==> src/rtl/ffpa_pkg.sv <==
// ffpa_pkg: shared constants, types and helpers for the first-fit partition allocator.
// No dependencies; every other file of the block imports it.
package ffpa_pkg;

	localparam int FREE_ENTRIES = 16;
	localparam int JOB_SLOTS    = 16;
	localparam int ADDR_BITS    = 16;

	localparam int REQ_W    = 2;
	localparam int JOBID_W  = 4;
	localparam int FIELD_W  = 16;
	localparam int STATUS_W = 3;
	localparam int FREE_W   = 5;

	localparam int POS_W = (FREE_ENTRIES > 1) ? $clog2(FREE_ENTRIES) : 1;
	localparam int CNT_W = $clog2(FREE_ENTRIES + 1);
	localparam int JOB_W = (JOB_SLOTS > 1) ? $clog2(JOB_SLOTS) : 1;

	localparam int SLOT_CALC_W = ((JOBID_W > JOB_W) ? JOBID_W : JOB_W) + 1;
	localparam int SLOT_STEPS  = (1 << JOBID_W) / JOB_SLOTS + 1;

	typedef logic [ADDR_BITS-1:0] addr_t;
	typedef logic [ADDR_BITS:0]   wide_t;

	typedef enum logic [REQ_W-1:0] {
		REQ_LOAD,
		REQ_ALLOC,
		REQ_RELEASE
	} req_t;

	typedef enum logic [STATUS_W-1:0] {
		ST_OK,
		ST_NO_FIT,
		ST_NEVER,
		ST_RELEASED,
		ST_FULL
	} status_t;

	typedef enum logic [1:0] {
		JS_NEVER,
		JS_ALLOC,
		JS_DONE
	} job_state_t;

	typedef enum logic [2:0] {
		OP_HOLD,
		OP_SHIFT_UP,
		OP_SHIFT_DOWN,
		OP_WRITE,
		OP_SPLIT,
		OP_MERGE_HEAD,
		OP_MERGE_TAIL
	} cell_op_t;

	typedef struct packed {
		logic  valid;
		addr_t start;
		addr_t len;
	} cell_data_t;

	typedef struct packed {
		logic hit;
		logic exact;
		logic tail;
		logic head;
	} cell_flags_t;

	// job id modulo slot count, by repeated subtraction on a narrow value
	function automatic logic [JOB_W-1:0] job_slot(input logic [JOBID_W-1:0] id);
		logic [SLOT_CALC_W-1:0] v;
		v = SLOT_CALC_W'(id);
		for (int i = 0; i < SLOT_STEPS; i++) begin
			if (v >= SLOT_CALC_W'(JOB_SLOTS)) begin
				v = v - SLOT_CALC_W'(JOB_SLOTS);
			end
		end
		return JOB_W'(v);
	endfunction

endpackage

==> src/rtl/ffpa_cell.sv <==
// ffpa_cell: one free-table entry with its compare logic and neighbor shift paths.
// Depends on ffpa_pkg.
module ffpa_cell (
	input  logic                  clk,
	input  logic                  arst_n,
	input  ffpa_pkg::req_t        req_kind,
	input  logic                  cmp_en,
	input  logic                  pick_en,
	input  ffpa_pkg::cell_op_t    op,
	input  ffpa_pkg::addr_t       opnd_start,
	input  ffpa_pkg::addr_t       opnd_len,
	input  ffpa_pkg::wide_t       opnd_end,
	input  ffpa_pkg::cell_data_t  left_d,
	input  ffpa_pkg::cell_data_t  right_d,
	output ffpa_pkg::cell_data_t  data,
	output ffpa_pkg::cell_flags_t flags,
	output logic                  mnext
);
	import ffpa_pkg::*;

	logic        valid_q;
	addr_t       start_q;
	addr_t       len_q;
	addr_t       mlen_q;
	addr_t       tail_len_q;
	addr_t       tail_len_d;
	cell_flags_t flags_q;
	cell_flags_t flags_d;
	wide_t       end_w;
	wide_t       tail_end;

	assign end_w = {1'b0, start_q} + {1'b0, len_q};

	always_comb begin
		flags_d = '0;
		unique case (req_kind)
			REQ_LOAD: begin
				flags_d.hit = valid_q && (opnd_start <= start_q);
			end
			REQ_ALLOC: begin
				flags_d.hit   = valid_q && (opnd_len <= len_q);
				flags_d.exact = (opnd_len == len_q);
			end
			REQ_RELEASE: begin
				flags_d.tail = ({1'b0, opnd_start} == end_w);
				flags_d.head = (opnd_end == {1'b0, start_q});
				flags_d.hit  = valid_q && (flags_d.tail || flags_d.head ||
					(opnd_start < start_q));
			end
			default: begin
				flags_d = '0;
			end
		endcase
	end

	// merged region may also reach the next entry
	assign tail_end   = {1'b0, start_q} + {1'b0, mlen_q};
	assign mnext      = right_d.valid && (tail_end == {1'b0, right_d.start});
	assign tail_len_d = mnext ? addr_t'(mlen_q + right_d.len) : mlen_q;

	always_ff @(posedge clk or negedge arst_n) begin
		if (!arst_n) begin
			valid_q <= 1'b0;
		end else begin
			unique case (op)
				OP_SHIFT_UP:   valid_q <= left_d.valid;
				OP_SHIFT_DOWN: valid_q <= right_d.valid;
				OP_WRITE:      valid_q <= 1'b1;
				default:       valid_q <= valid_q;
			endcase
		end
	end

	always_ff @(posedge clk) begin
		if (cmp_en) begin
			flags_q <= flags_d;
			mlen_q  <= addr_t'(len_q + opnd_len);
		end
		if (pick_en) begin
			tail_len_q <= tail_len_d;
		end
		unique case (op)
			OP_SHIFT_UP: begin
				start_q <= left_d.start;
				len_q   <= left_d.len;
			end
			OP_SHIFT_DOWN: begin
				start_q <= right_d.start;
				len_q   <= right_d.len;
			end
			OP_WRITE: begin
				start_q <= opnd_start;
				len_q   <= opnd_len;
			end
			OP_SPLIT: begin
				start_q <= addr_t'(start_q + opnd_len);
				len_q   <= addr_t'(len_q - opnd_len);
			end
			OP_MERGE_HEAD: begin
				start_q <= opnd_start;
				len_q   <= mlen_q;
			end
			OP_MERGE_TAIL: begin
				len_q <= tail_len_q;
			end
			default: begin
				start_q <= start_q;
			end
		endcase
	end

	assign data.valid = valid_q;
	assign data.start = start_q;
	assign data.len   = len_q;
	assign flags      = flags_q;

endmodule

==> config.mk <==
export PLATFORM = sky130hd
export DESIGN_NAME = ffpa_cell
export DESIGN_NICKNAME = d
export VERILOG_FILES = /design/src/rtl/ffpa_pkg.sv /design/src/rtl/ffpa_cell.sv
export SDC_FILE = /design/constraint.sdc
export NUM_CORES = 1
export LEC_CHECK = 0
export BUFFER_PORTS_ARGS = -buffer_cell sky130_fd_sc_hd__buf_4
export CAP_MARGIN = 5
export CORE_AREA = 2 2 166 168
export DETAILED_ROUTE_END_ITERATION = 6
export DIE_AREA = 0 0 168 170
export GPL_TIMING_DRIVEN = 1
export PLACE_DENSITY_LB_ADDON = 0.05
export SETUP_SLACK_MARGIN = 0.02
export SLEW_MARGIN = 20
export SYNTH_ARGS = -nofsm -noshare
export SYNTH_HDL_FRONTEND = slang
export SYNTH_SLANG_ARGS = --single-unit
==> constraint.sdc <==
create_clock -name clk -period 4 [get_ports clk]
set_clock_uncertainty 0.05 [all_clocks]
set_input_delay 0.6 -clock clk [delete_from_list [all_inputs] [get_ports clk]]
set_output_delay 0.6 -clock clk [all_outputs]
set_load 0.02 [all_outputs]
Word level (Yosys, flattened, before mapping):

Cells that the tools add are included.

* add/subtract/negate cells: 6
* $lt $le $gt $ge: 3
* equal/unequal tests: 12
* muxes and demuxes: 5
* reduce and logical (&&, ||, !) cells: 11

Operators by type and width (count)
* 16-bit one-hot mux with 6 select lines: 1
* 16-bit one-hot mux with 4 select lines: 1
* 16-bit adder: 3
* 16-bit by 16-bit adder with 17-bit output: 2
* 17-bit by 16-bit equality test with 1-bit output: 2
* 16-bit <= comparator: 2
* 16-bit by 17-bit equality test with 1-bit output: 1
* 16-bit equality test: 1
* 16-bit < comparator: 1
* 16-bit two-way mux: 1
* 16-bit subtractor: 1
* 3-bit equality test (second input constant): 3
* 3-bit by 2-bit equality test with 1-bit output (second input constant): 2
* 1-bit one-hot mux with 3 select lines: 2
* 6-bit nonzero test: 1
* 1-bit logical AND: 4
* 4-bit nonzero test: 1
* 3-bit by 1-bit equality test with 1-bit output (second input constant): 1
* 3-bit nonzero test: 1
* 2-bit by 1-bit equality test with 1-bit output (second input constant): 1
* 2-bit equality test (second input constant): 1
* 2-bit logical NOT: 1
* 1-bit logical OR: 2
* 2-bit OR reduction: 1

* flip-flop bits (word level): 69
* input port bits: 124
* output and inout bits: 38
* logic and storage cells: 46

Depth between registers and ports, before layout:

* depth in word-level cells: 6
* depth in mapped cells: 13
* depth with buffers taken out: 13

Least setup slack after synthesis:

OpenSTA, ideal clock, no wires.

* path type: reg-to-output
* from: register start_q[0]
* to: output port mnext
* data arrival time: 3531 ps
* data required time: 3350 ps
* slack: -181 ps
* stages on the path, launching flop included: 11
* buffers on the path: 0
* cell sequence: edfxtp_1 > ha_1 > inv_1 > fa_1 > xor2_1 > nand4b_1 > a2111oi_2 > o211ai_1 > or4_1 > or4b_1 > nor3_1

* longest elaborated chain between the ends: 3

RTL lines
* start: declaration: RTL line ffpa_cell.sv:22 `addr_t start_q;`
* start signal: assignment: RTL line ffpa_cell.sv:84 `start_q <= left_d.start;`
* start signal: assignment: RTL line ffpa_cell.sv:88 `start_q <= right_d.start;`
* start signal: assignment: RTL line ffpa_cell.sv:92 `start_q <= opnd_start;`
* 16-bit by 16-bit adder with 17-bit output: RTL line ffpa_cell.sv:57 `assign tail_end = {1'b0, start_q} + {1'b0, mlen_q};`
* 17-bit by 16-bit equality test with 1-bit output: RTL line ffpa_cell.sv:58 `assign mnext = right_d.valid && (tail_end == {1'b0, right_d.start});`
* 1-bit logical AND: RTL line ffpa_cell.sv:58
* end: declaration: RTL line ffpa_cell.sv:17 `output logic mnext`

Every way passes these cells.

Final worst setup path:

* from: register mlen_q[0]
* to: output port mnext

* longest elaborated chain between the ends: 3

RTL lines
* start: declaration: RTL line ffpa_cell.sv:24 `addr_t mlen_q;`
* start signal: assignment: RTL line ffpa_cell.sv:77 `mlen_q <= addr_t'(len_q + opnd_len);`
* 16-bit by 16-bit adder with 17-bit output: RTL line ffpa_cell.sv:57
* 17-bit by 16-bit equality test with 1-bit output: RTL line ffpa_cell.sv:58
* 1-bit logical AND: RTL line ffpa_cell.sv:58

Every way passes these cells.

==> summary.txt <==
Pre-CTS WS -> -0.08561 ns
Met1 Track Usage GR -> 36.72%
Layout cells sized above 1 -> 21.86%
Drt total wl -> 38.40 mm
Clock transition at path regs -> 0.07 ns
Data required, critical path -> 3.35 ns
Die Span X -> 168 um
Routed Antenna Nets -> 0
IO Count -> 162
Die Y -> 170 um
Measured slew at the worst slew-check pin -> 0.8530 ns
Clock buffer depth -> 2
Global placement routability congestion -> 0.9549
DR vias -> 9245
WL per Instance -> 23.22 um
Fin crit share -> 105.4%
Asr flop ratio synth -> 1.449%
Fmax -> 237.2 MHz
TritonRoute pass-1 iters -> 5
Antenna violations before repair -> 0
Synth warn -> 0
Post-synth top cells -> a21oi_1, ha_1, nor2_1
Global router's overall resource usage -> 26.80%
Clk_lat worst skew -> 0.35 ns
Worst hold slack -> 0.5160 ns
PnR worst setup slack -> -0.2154 ns
First-pass GRT wire length -> 56.50 mm
Post-synth top area cell -> edfxtp_1
Initial core utilization -> 34.76%
Power Total -> 4.962 mW
Primary FF master, synth -> edfxtp_1
RSZ-0062 raised after global routing -> yes
Worst VDD drop -> 0.1785 mV
Vias per Instance -> 5.589
Worst setup SP type -> register
Synth cell types -> 76
Pin count of the biggest net entering global routing -> 58
Met3 usage -> 3.372%
DRC -> 0
Worst Path Arrival -> 3.57 ns
Final setup fails -> 1
EDFF count, synth -> 68
Syn Area/Cell -> 8.264 sq um
CP peak stage delay -> 0.56 ns
Root Driver -> clkbuf_16
H-tree Lvls -> 3
Number of port buffers -> 161
Worst min path class -> input port to register
DPL Wire Length -> 32.01 mm
Relative slew slack -> 42.92%
Final Hold Viols -> 0
Vias in the first global route -> 9123
Crit path max-delay cell type -> or4b_4
# diodes -> 0
Crit end category -> output pin
Worst-path fanout max -> 2
PD cells -> 429.0 nW/um^2
Crit path cell chain -> ha_2 -> inv_2 -> fa_1 -> xor2_1 -> xnor2_2 -> a2111oi_4 -> o211ai_1 -> or4_1 -> or4b_4 -> nor3_4 -> buf_6
Top post-synthesis cells by area -> edfxtp_1, ha_1, xnor2_1
Total CTS buffers -> 9
# clock sinks -> 69
Core Rows -> 60
Failing checks -> negative setup slack
Fin crit period -> 4.215 ns
Met2 Use GR -> 42.94%
Worst R2R Setup Slack -> 0.24 ns
Grt ovf -> 0
Syn Nets -> 1363
Slew Viols, Final -> 0
Sequential element share of the synthesized area -> 22.31%
Static Leakage -> 4.973 nW
Cell area after synthesis -> 9264 sq um
Cells after Synth -> 1121
Die area -> 28560 sq um
Most numerous cell in the Yosys netlist -> a21oi_1
CTS tree -> built
Max-cap violations -> 0
CP Class -> register to output pin
#FFs+latches synth -> 69
Yosys top cell area share -> 22.04%
Gr busiest metal -> met2
Status -> finished, violations left
Layout Nets -> 1550
DRT iter0 DRCs -> 705
Core ar. -> 26650 sq um
Layout area overhead -> 24.84%
[kinds of logic (layout without fill, tap and decap cells)]
logic type | after synthesis | count (layout) | share of synthesized area [%]
simple gates | 310 | 310 | 16.75
xor+xnor | 106 | 106 | 10.02
buf+inv | 126 | 318 | 5.200
flops | 69 | 69 | 22.31
mux | 44 | 44 | 5.267
compound gates | 348 | 348 | 24.03
fa+ha+maj | 118 | 118 | 16.42
[power by group]
| group | internal [mW] | switching [mW] | leakage, nW |
|---|---|---|---|
| registers | 0.964 | 0.144 | 0.689 |
| clock network | 0.489 | 0.377 | 0.136 |
| logic | 1.27 | 1.72 | 4.15 |
[worst max-delay path: cells and delay by family (launching register included)]
family	cells	cell delay, ns
AO/OA/AOI/OAI	2	0.50
XOR/XNOR	2	0.35
adder cells (fa/ha/maj)	2	0.60
buffers and inverters	2	0.19
flip-flops	1	0.36
AND/OR/NAND/NOR	3	1.23
[state kept, by name, summed over array words and instances, names as in the netlist]
signal,flops
len_q,16
mlen_q,16
start_q,16
tail_len_q,16
flags,4
valid_q,1
[per-stage QoR]
stage	area [sq um]	TNS, ns	utilization [%]	std cells
floorplan	9275	0	-	1121
global placement	11180	0	41.97	1636
detailed placement	11180	-0.08561	41.97	1636
CTS	11530	-0.2164	43.27	1654
global route	11560	-0.3826	43.39	1654
finish	11560	-0.2154	43.39	1654
[repair_timing]
action                     in CTS  in global routing
gates resized for setup         7                  6
setup endpoints to repair       1                  2
setup buffers                   1                  0
pin swaps                       3                  0
hold endpoints to repair        1                  0
hold buffers                    1                  0
[layout make-up]
class	count	area (sq um)
clock buffer	10	229.0
clock inverter	6	70.07
fill	2728	15090
inverter	81	304.0
multi-input combinational	926	6790
sequential	69	2067
tap	341	426.7
timing repair buffer	221	1678
[routing by layer]
layer / part of all wire (%) / wire (um)
met5: 0 / 0
met4: 3.6 / 1394
met3: 4.7 / 1821
met2: 45 / 17200
met1: 47 / 17990
[final timing paths]
| check | from | end | cells after the start |
|---|---|---|---|
| max | mlen_q[0] | mnext | 11 |
| min | left_d[12] | len_q[12] | 3 |
| max reg2reg | start_q[0] | flags[1] | 12 |
| min reg2reg | valid_q | valid_q | 1 |
| max in group asynchronous | arst_n | valid_q | 2 |
| min in group asynchronous | arst_n | valid_q | 2 |
[cells in the final DEF, fill, tap and decap left out, types with 9 or more instances in the layout]
| master | instances |
|---|---|
| a31oi_1 | 11 |
| nor2b_1 | 17 |
| nor2_1 | 96 |
| o21bai_1 | 12 |
| buf_4 | 218 |
| ha_1 | 111 |
| o21a_1 | 11 |
| clkbuf_16 | 9 |
| xor2_1 | 39 |
| mux2i_1 | 24 |
| nand2_1 | 64 |
| a211oi_1 | 15 |
| o22ai_1 | 11 |
| o21ai_0 | 76 |
| o211ai_1 | 10 |
| nand3_1 | 23 |
| edfxtp_1 | 68 |
| nand4_1 | 13 |
| xnor2_1 | 65 |
| mux2_2 | 15 |
| inv_1 | 78 |
| a21oi_1 | 114 |
| nand2b_1 | 23 |
| a21o_1 | 14 |
| nor3_1 | 17 |
Power figures use the tool's default switching activity.
